--- config.mk ---
export PLATFORM = sky130hd
export DESIGN_NAME = vtdi_ctrl
export DESIGN_NICKNAME = d
export VERILOG_FILES = /design/src/sv/vtdi_pkg.sv /design/src/sv/vtdi_ctrl.sv
export VERILOG_INCLUDE_DIRS = /design/src /design/src/sv
export SDC_FILE = /design/constraint.sdc
export NUM_CORES = 1
export LEC_CHECK = 0
export ABC_AREA = 1
export BUFFER_PORTS_ARGS = -buffer_cell sky130_fd_sc_hd__buf_2
export CORE_AREA = 2 2 39 41
export CTS_BUF_LIST = sky130_fd_sc_hd__clkbuf_8
export CTS_CLUSTER_DIAMETER = 150
export DETAILED_ROUTE_END_ITERATION = 6
export DIE_AREA = 0 0 41 43
export PLACE_DENSITY_LB_ADDON = 0.2
export RECOVER_POWER = 25
export SLEW_MARGIN = 20
export SYNTH_ARGS = -nofsm -noshare
export SYNTH_HDL_FRONTEND = slang
export SYNTH_SLANG_ARGS = --single-unit
export TNS_END_PERCENT = 10
--- constraint.sdc ---
create_clock -name clk -period 2.3 [get_ports clk]
set_input_delay 0.115 -clock clk [delete_from_list [all_inputs] [get_ports clk]]
set_output_delay 0.115 -clock clk [all_outputs]
set_load 0.05 [all_outputs]
--- src/sv/vertex_triple_dedup_indexer_top_defines.svh ---
// Assertion helpers shared by the RTL files of the vertex triple indexer.
`ifndef VERTEX_TRIPLE_DEDUP_INDEXER_TOP_DEFINES_SVH
`define VERTEX_TRIPLE_DEDUP_INDEXER_TOP_DEFINES_SVH

// Same-cycle implication, checked outside reset.
`define VTDI_ASSERT_IMPL(label, clk, rst_n, ante, cons) \
    label: assert property (@(posedge clk) disable iff (!rst_n) (ante) |-> (cons)) \
        else $error("same-cycle implication failed");

// Next-cycle implication, checked outside reset.
`define VTDI_ASSERT_NEXT(label, clk, rst_n, ante, cons) \
    label: assert property (@(posedge clk) disable iff (!rst_n) (ante) |=> (cons)) \
        else $error("next-cycle implication failed");

`endif

--- src/sv/vtdi_pkg.sv ---
`default_nettype none

package vtdi_pkg;

    // Table geometry.
    localparam int unsigned TABLE_DEPTH = 4096;
    localparam int unsigned ADDR_BITS   = $clog2(TABLE_DEPTH);
    localparam int unsigned CNT_BITS    = ADDR_BITS + 1;

    // Reference and key widths.
    localparam int unsigned REF_BITS = 20;
    localparam int unsigned KEY_BITS = 3 * REF_BITS;

    // Fixed result field widths.
    localparam int unsigned VIDX_BITS = 12;
    localparam int unsigned VCNT_BITS = 13;

    localparam logic [CNT_BITS-1:0] COUNT_FULL = CNT_BITS'(TABLE_DEPTH);

    // Item kinds.
    localparam logic KIND_CORNER = 1'b0;
    localparam logic KIND_CLEAR  = 1'b1;

    typedef struct packed {
        logic                kind;
        logic [REF_BITS-1:0] position_index;
        logic [REF_BITS-1:0] texcoord_index;
        logic [REF_BITS-1:0] normal_ref;
    } item_t;

    typedef struct packed {
        logic [VIDX_BITS-1:0] dense_idx;
        logic                 was_new;
        logic                 table_full;
        logic [VCNT_BITS-1:0] triple_count;
    } result_t;

    typedef enum logic [1:0] {
        ST_IDLE,
        ST_SCAN,
        ST_CLEAR
    } ctrl_state_t;

    typedef enum logic [1:0] {
        RES_CLEAR,
        RES_HIT,
        RES_INSERT,
        RES_FULL
    } result_op_t;

    typedef struct packed {
        logic       start;
        logic       scan_en;
        logic       result_load;
        result_op_t result_op;
    } dp_cmd_t;

    typedef struct packed {
        logic hit;
        logic scan_done;
        logic table_full;
        logic out_free;
    } dp_status_t;

endpackage

`default_nettype wire

--- src/sv/vtdi_ctrl.sv ---
`default_nettype none
`include "vertex_triple_dedup_indexer_top_defines.svh"

module vtdi_ctrl (
    input  wire logic                 clk,
    input  wire logic                 rst_n,
    input  wire logic                 item_valid,
    input  wire logic                 item_kind,
    output logic                      item_ready,
    output vtdi_pkg::dp_cmd_t         cmd,
    input  wire vtdi_pkg::dp_status_t sts
);

    vtdi_pkg::ctrl_state_t state_reg, state_next;

    always_ff @(posedge clk or negedge rst_n)
    begin
        if (!rst_n)
        begin
            state_reg <= vtdi_pkg::ST_IDLE;
        end
        else
        begin
            state_reg <= state_next;
        end
    end

    always_comb
    begin
        state_next    = state_reg;
        item_ready    = 1'b0;
        cmd           = '0;
        cmd.result_op = vtdi_pkg::RES_CLEAR;
        unique case (state_reg)
            vtdi_pkg::ST_IDLE:
            begin
                item_ready = 1'b1;
                if (item_valid)
                begin
                    cmd.start  = 1'b1;
                    state_next = (item_kind == vtdi_pkg::KIND_CLEAR) ? vtdi_pkg::ST_CLEAR
                                                                     : vtdi_pkg::ST_SCAN;
                end
            end
            vtdi_pkg::ST_SCAN:
            begin
                if (sts.hit || sts.scan_done)
                begin
                    // Hold the decision until the result register can take it.
                    if (sts.out_free)
                    begin
                        cmd.result_load = 1'b1;
                        priority if (sts.hit)
                        begin
                            cmd.result_op = vtdi_pkg::RES_HIT;
                        end
                        else if (sts.table_full)
                        begin
                            cmd.result_op = vtdi_pkg::RES_FULL;
                        end
                        else
                        begin
                            cmd.result_op = vtdi_pkg::RES_INSERT;
                        end
                        state_next = vtdi_pkg::ST_IDLE;
                    end
                end
                else
                begin
                    cmd.scan_en = 1'b1;
                end
            end
            vtdi_pkg::ST_CLEAR:
            begin
                if (sts.out_free)
                begin
                    cmd.result_load = 1'b1;
                    cmd.result_op   = vtdi_pkg::RES_CLEAR;
                    state_next      = vtdi_pkg::ST_IDLE;
                end
            end
            default:
            begin
                state_next = vtdi_pkg::ST_IDLE;
            end
        endcase
    end

    // A result is only written into a free output register.
    `VTDI_ASSERT_IMPL(a_load_free, clk, rst_n, cmd.result_load, sts.out_free)
    // Work starts only on an input transfer, and input is taken only when idle.
    `VTDI_ASSERT_IMPL(a_start_accept, clk, rst_n, cmd.start, item_valid && item_ready)
    `VTDI_ASSERT_IMPL(a_ready_idle, clk, rst_n, item_ready, state_reg == vtdi_pkg::ST_IDLE)

endmodule

`default_nettype wire
==> impl_metrics.json, run 1 <==
{
  "synth_xor_area_frac": 0,
  "wl_per_cell_um": 8.06,
  "detail_route.vias_per_cell": 3.75,
  "cts_buffers": 3,
  "worstPathArrival_ns": 1.49,
  "drt_first_iter_violations": 1,
  "yosysWarnings": 0,
  "fin_cells": 67,
  "synth_top_area_cell": "dfrtp_1",
  "largest_register_ffs": 2,
  "hold_path.startpoint": "item_kind",
  "die_x_um": 41,
  "maxSlewViolCount": 0,
  "tightest_slew_ns": 0.248,
  "rows": 14,
  "track_usage": 0.0753,
  "first_global_vias": 245,
  "power.leakage_nw": 0.244,
  "worst-path-max-fanout": 3,
  "synthSimpleGateAreaFrac": 0.461,
  "worstSetupPathType": "flop to output pin",
  "max_freq_mhz": 624,
  "layout_commonest_cell": "buf_2",
  "synth_top_family_by_area": "simple AND/OR/NAND/NOR gates",
  "rsz0062_at_grt": "false",
  "ys_types": 11,
  "rrSetupSlack_ns": 1.09,
  "dp.cells": 63,
  "grt_pass1_wl_um": 834,
  "worstPathBufferInverterCount": 2,
  "cp-end-kind": "output pin",
  "core_um2": 1380,
  "setup_viol": 0,
  "synth.area.mux_share": 0,
  "ys_top_cells_by_area": "dfrtp_1, ha_1, inv_1, nand2_1, nor2_1",
  "nNetsFinal": 64,
  "setup_tns_ns": 0,
  "ant_nets": 0,
  "drc": 0,
  "hold_viol_final": 0,
  "hold_slack_ns": 0.209,
  "place.gp.congestion": 0.650,
  "path_cells": "inv_1, ha_1, nand4_2, nor2_1, buf_2",
  "grt_max_degree": 6,
  "io_buffers": 13,
  "hpwl_um": 420,
  "skew_ns": 0.00236,
  "hold_class": "input port to flop",
  "reg2regPathDepth": 6,
  "worstReg2RegEnd": "state_reg[0]",
  "reg2reg_from": "state_reg[0]",
  "antenna_cells": 0,
  "cts_root_buffer": "clkbuf_8",
  "final_cell_mix": "buf_2, inv_1, nand2_1",
  "wl_um": 540,
  "critPathTopFamily": "flip-flops",
  "crit_end": "cmd[0]",
  "synthDominantCellAreaShare": 0.222,
  "syn_nets": 45,
  "grt_overflow": 0,
  "synth_compound_area_frac": 0,
  "synth.ff_latch_count": 2,
  "clock_sink_count": 2,
  "period_minus_slack_ns": 1.60,
  "routed-via-count": 251,
  "ioPinCount": 14,
  "post_cts_resized": 0,
  "die_y_um": 43,
  "netlist_instances": 34,
  "syn_area_um2": 225,
  "syn_area_per_cell_um2": 6.62,
  "cts.clk_slew.worst_paths_ns": 0.03,
  "synth_fa_ha_area_frac": 0.167,
  "cp.depth": 5,
  "slowest_delay_ns": 0.37,
  "clk_path_buf_depth": 2,
  "dr.pass1.iters": 4,
  "yosysSeqAreaShare": 0.222,
  "power.density_nw_per_um2": 1280,
  "startpoint_type": "flop",
  "layout-drive-gt1-share": 0.392,
  "clock_latency_ns": 0.21,
  "cap_violations": 0,
  "crit_path_top_delay_cell": "dfrtp_1",
  "cts_tree": "built",
  "max_slew_margin": 0.836,
  "antenna_found_initial": 0,
  "start_util": 0.163,
  "ir_worst_vdd_mv": 0.344,
  "status": "finished clean",
  "areaGrowthSynthToFinish_pct": 60.0,
  "cp-startpoint": "state_reg[0]",
  "period_share": 0.696,
  "required_ns": 2.18,
  "dieArea_um2": 1760,
  "cts_max_level": 1
}
through the flow:
| stage | power [mW] | setup slack, ns | cell area [µm²] | utilization |
|---|---|---|---|---|
| floorplan | 0.274 | 0.669 | 225 | - |
| global placement | 0.328 | 0.907 | 310 | 0.224 |
| detailed placement | 0.327 | 0.909 | 310 | 0.224 |
| CTS | 0.472 | 0.681 | 362 | 0.261 |
| global route | 0.500 | 0.607 | 360 | 0.260 |
| finish | 0.462 | 0.698 | 360 | 0.260 |
synth_stat cells:
| library cell | n |
|---|---|
| inv_1 | 9 |
| nand2_1 | 8 |
| nor2_1 | 4 |
| ha_1 | 3 |
| dfrtp_1 | 2 |
| nand2_2 | 2 |
| nand4_1 | 2 |
| nand3_1 | 1 |
| nand3_2 | 1 |
| nand4_2 | 1 |
| nor2_2 | 1 |
area by class of cell:
cell class,count,area (µm²)
fill,162,1020
multi-input combinational,23,141
timing repair buffer,14,73.8
sequential,2,50.0
clock buffer,3,41.3
inverter,9,33.8
tap,16,20.0
worst reg2reg max path: stages, from the launching register on:
cell and delay (ns):
dfrtp_1 0.37, inv_1 0.08, ha_1 0.34, nand2_2 0.11, nand3_2 0.08, nand2_1 0.06
nand2_1 0.05
report_power, final:
part,switching [mW],internal [mW],leakage (nW)
clock network,0.0260,0.111,0.0216
registers,0.0112,0.0499,0.0258
logic,0.188,0.0756,0.197
worst min-delay path by stage:
stage | endpoint | slack, ns | cells past startpoint
2_1_floorplan | state_reg[0] | -0.18 | 0
3_3_place_gp | state_reg[0] | -0.1 | 1
3_5_place_dp | state_reg[0] | -0.1 | 1
4_1_cts | state_reg[0] | 0.21 | 4
5_1_grt | state_reg[0] | 0.23 | 4
6_report | state_reg[0] | 0.21 | 4
per-layer routing:
metal  wire [µm]  part of all wire  up-vias  track usage
met5           0                 0        -            0
met2         253              0.47        9        0.109
met3          43             0.080        0       0.0314
li1            -                 -      137            -
met4           0                 0        0       0.0800
met1         243              0.45      105       0.0707
timing repair:
item	4_1_cts	5_1_grt
hold buffers	1	0
endpoints found under the setup margin	0	0
setup buffers	0	0
hold endpoints to repair	2	0
cell families after synthesis:
logic type               after synthesis
adder cells (fa/ha/maj)                3
buffers and inverters                  9
flip-flops                             2
AND/OR/NAND/NOR                       20
Note: power is estimated with default switching activity, not from simulation.
==> run 2: changes to the inputs <==
==> constraint.sdc (replaced) <==
create_clock -name clk -period 1.3 [get_ports clk]
set_input_delay 0.065 -clock clk [delete_from_list [all_inputs] [get_ports clk]]
set_output_delay 0.065 -clock clk [all_outputs]
set_load 0.05 [all_outputs]
==> run 2 against run 1 <==
Against the previous run:
- the run now ends with setup timing left
- clock power grew 75%
- first-iteration DRC count unchanged
- non-clock buffer count up 4
- register-to-register slack got worse by 1.0 ns
- critical path depth stayed put
- utilization increased by 7.3 points
- largest cell class unchanged
==> impl_metrics.json, run 2 (synthesis results as in run 1) <==
{
  "start_util": 0.163,
  "grt_overflow": 0,
  "drc": 0,
  "rrSetupSlack_ns": 0.08,
  "wl_met2_um": 261,
  "fill_cells": 153,
  "worstPathArrival_ns": 1.26,
  "critPathTopFamily": "flip-flops",
  "clock_sink_count": 2,
  "max_freq_mhz": 754,
  "cap_violations": 0,
  "grt_max_degree": 6,
  "required_ns": 1.24,
  "rsz0062_at_grt": "true",
  "die_x_um": 41,
  "final_cell_mix": "nand2_1, inv_1, buf_2",
  "status": "finished, violations left",
  "swShare": 0.445,
  "largest_register_ffs": 2,
  "dp.cells": 67,
  "hold_path.startpoint": "item_kind",
  "reg2reg_from": "state_reg[1]",
  "design_area_um2": 462,
  "hpwl_um": 412,
  "p_clk_frac": 0.230,
  "fin_cells": 71,
  "worstSetupPathType": "flop to output pin",
  "slowest_delay_ns": 0.34,
  "reg2regPathDepth": 7,
  "skew_ns": 0.00184,
  "power.density_nw_per_um2": 2270,
  "wl_per_cell_um": 7.75,
  "place.gp.congestion": 0.641,
  "worstReg2RegEnd": "state_reg[0]",
  "max_slew_margin": 0.836,
  "dieArea_um2": 1760,
  "tightest_slew_ns": 0.247,
  "worstPathBufferInverterCount": 2,
  "dr.pass1.iters": 2,
  "track_usage": 0.0754,
  "clock_latency_ns": 0.21,
  "fin_ws_ns": -0.0263,
  "detail_route.vias_per_cell": 3.73,
  "ioPinCount": 14,
  "io_buffers": 13,
  "rows": 14,
  "cts_max_level": 1,
  "wl_um": 550,
  "violations": "setup timing",
  "wl_met3_um": 37,
  "cts_root_buffer": "clkbuf_8",
  "p_int_mw": 0.580,
  "fin_util": 0.334,
  "cp-end-kind": "output pin",
  "path_cells": "inv_2, ha_4, nand4_4, nor2_2, buf_6",
  "maxSlewViolCount": 0,
  "cts_tree": "built",
  "cts_buffers": 3,
  "drt_first_iter_violations": 1,
  "clk_path_buf_depth": 2,
  "layout-drive-gt1-share": 0.545,
  "nNetsFinal": 68,
  "p_sw_mw": 0.466,
  "first_global_vias": 249,
  "crit_path_top_delay_cell": "dfrtp_1",
  "cts_setup_buffers": 0,
  "ir_worst_vdd_mv": 0.920,
  "layout_commonest_cell": "nand2_1",
  "die_y_um": 43,
  "routed-via-count": 265,
  "whs_path_depth": 4,
  "worst-path-max-fanout": 3,
  "startpoint_type": "flop",
  "ant_nets": 0,
  "topRoutingLayerUsed": "met3",
  "areaGrowthSynthToFinish_pct": 105,
  "antenna_cells": 0,
  "hold_viol_final": 0,
  "setup_viol": 3,
  "grt_pass1_wl_um": 883,
  "core_um2": 1380,
  "wirelength_met1_um": 250,
  "hold_class": "input port to flop",
  "period_share": 1.02,
  "pwr-share-comb": 0.672,
  "power.leakage_nw": 0.270,
  "period_minus_slack_ns": 1.33,
  "p_seq_frac": 0.098,
  "antenna_found_initial": 0,
  "cts.clk_slew.worst_paths_ns": 0.03,
  "hold_slack_ns": 0.153,
  "hold_end": "state_reg[0]",
  "placedInstanceArea_um2": 348
}
[run 2: cell count changes in the layout (fill, tap and decap cells not counted), moves of 2 or more]
cell | before | now
inv_1 | 9 | 7
ha_4 | 0 | 2
ha_1 | 3 | 1
nor2_1 | 4 | 2
buf_6 | 0 | 4
buf_2 | 12 | 7
nor2_2 | 1 | 3
buf_4 | 0 | 4
inv_2 | 0 | 2
[run 2: final cells by class]
class / instances / area [µm²] / area share
repair buffers: 18 / 131 / 0.285
clock buffers: 3 / 41.3 / 0.0894
well taps: 16 / 20.0 / 0.0434
multi-input cells: 23 / 185 / 0.401
inverters: 9 / 33.8 / 0.0732
flip-flops and latches: 2 / 50.0 / 0.108
[run 2: how the worst max path moves through the flow]
stage                 start  cells past startpoint  slack [ns]      to
2_1_floorplan  state_reg[1]                      4       -0.09  cmd[0]
3_3_place_gp   state_reg[0]                      5        0.01  cmd[0]
3_5_place_dp   state_reg[1]                      5       0.008  cmd[1]
4_1_cts        state_reg[1]                      5       -0.06  cmd[1]
5_1_grt        state_reg[1]                      5       -0.08  cmd[0]
6_report       state_reg[1]                      5       -0.03  cmd[1]
[run 2: power by group through the flow]
stage | clock [mW] | combinational (mW) | sequential (mW)
4_1_cts | 0.250 | 0.691 | 0.101
3_3_place_gp | 0 | 0.577 | 0.0991
5_1_grt | 0.256 | 0.756 | 0.105
2_1_floorplan | 0 | 0.396 | 0.104
6_report | 0.240 | 0.703 | 0.103
3_5_place_dp | 0 | 0.570 | 0.0992
[run 2: tightest hold or removal path, cell delays in order]
cell,delay [ns]
buf_2,0.09
nor2_1,0.04
nand4_1,0.07
nand2_1,0.05
[run 2: metal layers]
metal | vias up | track usage
met5 | - | 0
met4 | 0 | 0.0600
met3 | 0 | 0.0157
met2 | 9 | 0.119
met1 | 112 | 0.0806
li1 | 144 | -
[run 2: repair_timing]
item                                    4_1_cts  5_1_grt
endpoints found under the hold margin         2        0
resized for setup                            12        4
pin swaps                                     3        1
hold buffers                                  1        0
endpoints found under the setup margin        4        5
[run 2: metrics by stage]
step           setup slack [ns]  setup TNS, ns  total power [mW]
2_1_floorplan           -0.0882         -0.192             0.500
3_3_place_gp             0.0146              0             0.676
3_5_place_dp            0.00836              0             0.670
4_1_cts                 -0.0599         -0.104              1.04
5_1_grt                 -0.0811         -0.197              1.12
6_report                -0.0263        -0.0638              1.05
==> run 3: changes to the inputs <==
==> constraint.sdc (replaced) <==
create_clock -name clk -period 1.5 [get_ports clk]
set_input_delay 0.075 -clock clk [delete_from_list [all_inputs] [get_ports clk]]
set_output_delay 0.075 -clock clk [all_outputs]
set_load 0.05 [all_outputs]
==> run 3 against run 2 <==
Against the previous run:
- clock skew shrank 0.0011 ns
- flip-flop and latch count is the same
- the run now ends clean
- sequential power shrank 13%
- clock power shrank 13%
- via count grew 4.5%
- largest power group unchanged
==> impl_metrics.json, run 3 (synthesis results as in run 1) <==
{
  "status": "finished clean",
  "power.density_nw_per_um2": 1950,
  "hold_viol_final": 0,
  "placedInstanceArea_um2": 310,
  "p_seq_frac": 0.107,
  "critPathTopFamily": "flip-flops",
  "dr.pass1.iters": 4,
  "dieArea_um2": 1760,
  "tightest_slew_ns": 0.248,
  "max_slew_margin": 0.836,
  "path_cells": "inv_1, ha_4, nand4_4, nor2_2, buf_6",
  "drc": 0,
  "worstReg2RegEnd": "state_reg[1]",
  "rrSetupSlack_ns": 0.36,
  "design_area_um2": 430,
  "largest_register_ffs": 2,
  "ant_nets": 0,
  "layout-drive-gt1-share": 0.500,
  "dp.cells": 63,
  "core_um2": 1380,
  "first_global_vias": 255,
  "worstPathBufferInverterCount": 2,
  "hpwl_um": 417,
  "track_usage": 0.0713,
  "grt_max_degree": 6,
  "start_util": 0.163,
  "wl_um": 570,
  "antenna_found_initial": 0,
  "grt_overflow": 0,
  "max_freq_mhz": 691,
  "slowest_delay_ns": 0.36,
  "fin_cells": 70,
  "layout.area.seq_um2": 50.0,
  "io_buffers": 13,
  "detail_route.vias_per_cell": 3.96,
  "worstPathArrival_ns": 1.37,
  "cts.clk_slew.worst_paths_ns": 0.03,
  "ioPinCount": 14,
  "hold_path.startpoint": "item_kind",
  "die_x_um": 41,
  "power.leakage_nw": 0.250,
  "clk_path_buf_depth": 2,
  "worst-path-max-fanout": 3,
  "antenna_cells": 0,
  "rsz0062_at_grt": "false",
  "areaGrowthSynthToFinish_pct": 91.1,
  "pwr-share-comb": 0.644,
  "routed-via-count": 277,
  "p_sw_mw": 0.383,
  "rows": 14,
  "crit_path_top_delay_cell": "dfrtp_1",
  "clock_sink_count": 2,
  "cts_tree": "built",
  "p_clk_frac": 0.249,
  "swShare": 0.455,
  "cts_max_level": 1,
  "p_int_mw": 0.458,
  "period_minus_slack_ns": 1.45,
  "reg2regPathDepth": 6,
  "maxSlewViolCount": 0,
  "startpoint_type": "flop",
  "period_share": 0.965,
  "worstSetupPathType": "flop to output pin",
  "skew_ns": 0.000749,
  "clock_latency_ns": 0.21,
  "reg2reg_from": "state_reg[0]",
  "wl_per_cell_um": 8.14,
  "whs_path_depth": 4,
  "hold_end": "state_reg[0]",
  "place.gp.congestion": 0.655,
  "nNetsFinal": 67,
  "cts_buffers": 3,
  "final_cell_mix": "inv_1, buf_2, nand2_1",
  "totalPowerFinal_mw": 0.841,
  "ir_worst_vdd_mv": 0.613,
  "hold_class": "input port to flop",
  "setup_viol": 0,
  "fill_cells": 153,
  "fin_util": 0.311,
  "cts_root_buffer": "clkbuf_8",
  "required_ns": 1.42,
  "multi_input_area_um2": 170,
  "die_y_um": 43,
  "cp-end-kind": "output pin",
  "drt_first_iter_violations": 4,
  "grt_pass1_wl_um": 814,
  "cap_violations": 0
}
run 3: cell count changes in the layout (fill, tap and decap cells not counted):
cell | previous run | this run
inv_1 | 7 | 9
buf_2 | 7 | 9
inv_2 | 2 | 0
ha_2 | 0 | 1
nand2_4 | 1 | 0
clkbuf_4 | 1 | 0
nand2_2 | 1 | 2
buf_6 | 4 | 3
ha_4 | 2 | 1
buf_4 | 4 | 3
run 3: stage by stage:
step                hold slack, ns  setup WS [ns]  setup TNS, ns
floorplan                   -0.221        -0.0907         -0.181
global placement            -0.137          0.148              0
detailed placement          -0.136          0.161              0
CTS                          0.162        -0.0136        -0.0212
global route                 0.194        0.00965              0
finish                       0.160         0.0526              0
run 3: layout make-up:
cell class | count | share of cell area
clock buffers | 3 | 0.0959
flip-flops and latches | 2 | 0.116
multi-input cells | 23 | 0.395
well taps | 16 | 0.0465
repair buffers | 17 | 0.267
inverters | 9 | 0.0785
run 3: timing repair:
action / 4_1_cts / 5_1_grt
endpoints found under the hold margin: 2 / 0
buffers inserted: 0 / 3
pin swaps: 0 / 1
hold buffers: 1 / 0
endpoints found under the setup margin: 3 / 3
gates resized for setup: 3 / 8
run 3: per-layer routing:
metal | vias up | part of all wire | global-route usage
met5 | - | 0 | 0
met1 | 125 | 0.38 | 0.0611
li1 | 143 | - | -
met2 | 9 | 0.53 | 0.116
met3 | 0 | 0.084 | 0.0157
met4 | 0 | 0 | 0.0800
run 3: worst max-delay path by stage:
stage / slack [ns] / start / cells past startpoint / to
after floorplan: -0.09 / state_reg[0] / 4 / cmd[0]
after detailed placement: 0.16 / state_reg[0] / 5 / cmd[1]
final: 0.05 / state_reg[0] / 5 / cmd[1]
after global routing: 0.01 / state_reg[0] / 5 / cmd[1]
after CTS: -0.01 / state_reg[0] / 5 / cmd[1]
after global placement: 0.15 / state_reg[0] / 5 / cmd[0]
run 3: power groups by stage:
stage / clock (mW) / combinational, mW / sequential, mW
after floorplan: 0 / 0.331 / 0.0897
after global placement: 0 / 0.406 / 0.0955
after detailed placement: 0 / 0.407 / 0.0944
after CTS: 0.218 / 0.417 / 0.0940
after global routing: 0.217 / 0.592 / 0.0917
final: 0.209 / 0.542 / 0.0901
run 3: tightest hold or removal path: stages:
cell and delay, ns:
buf_2 0.08, nor2_1 0.04, nand4_1 0.07, nand2_1 0.05
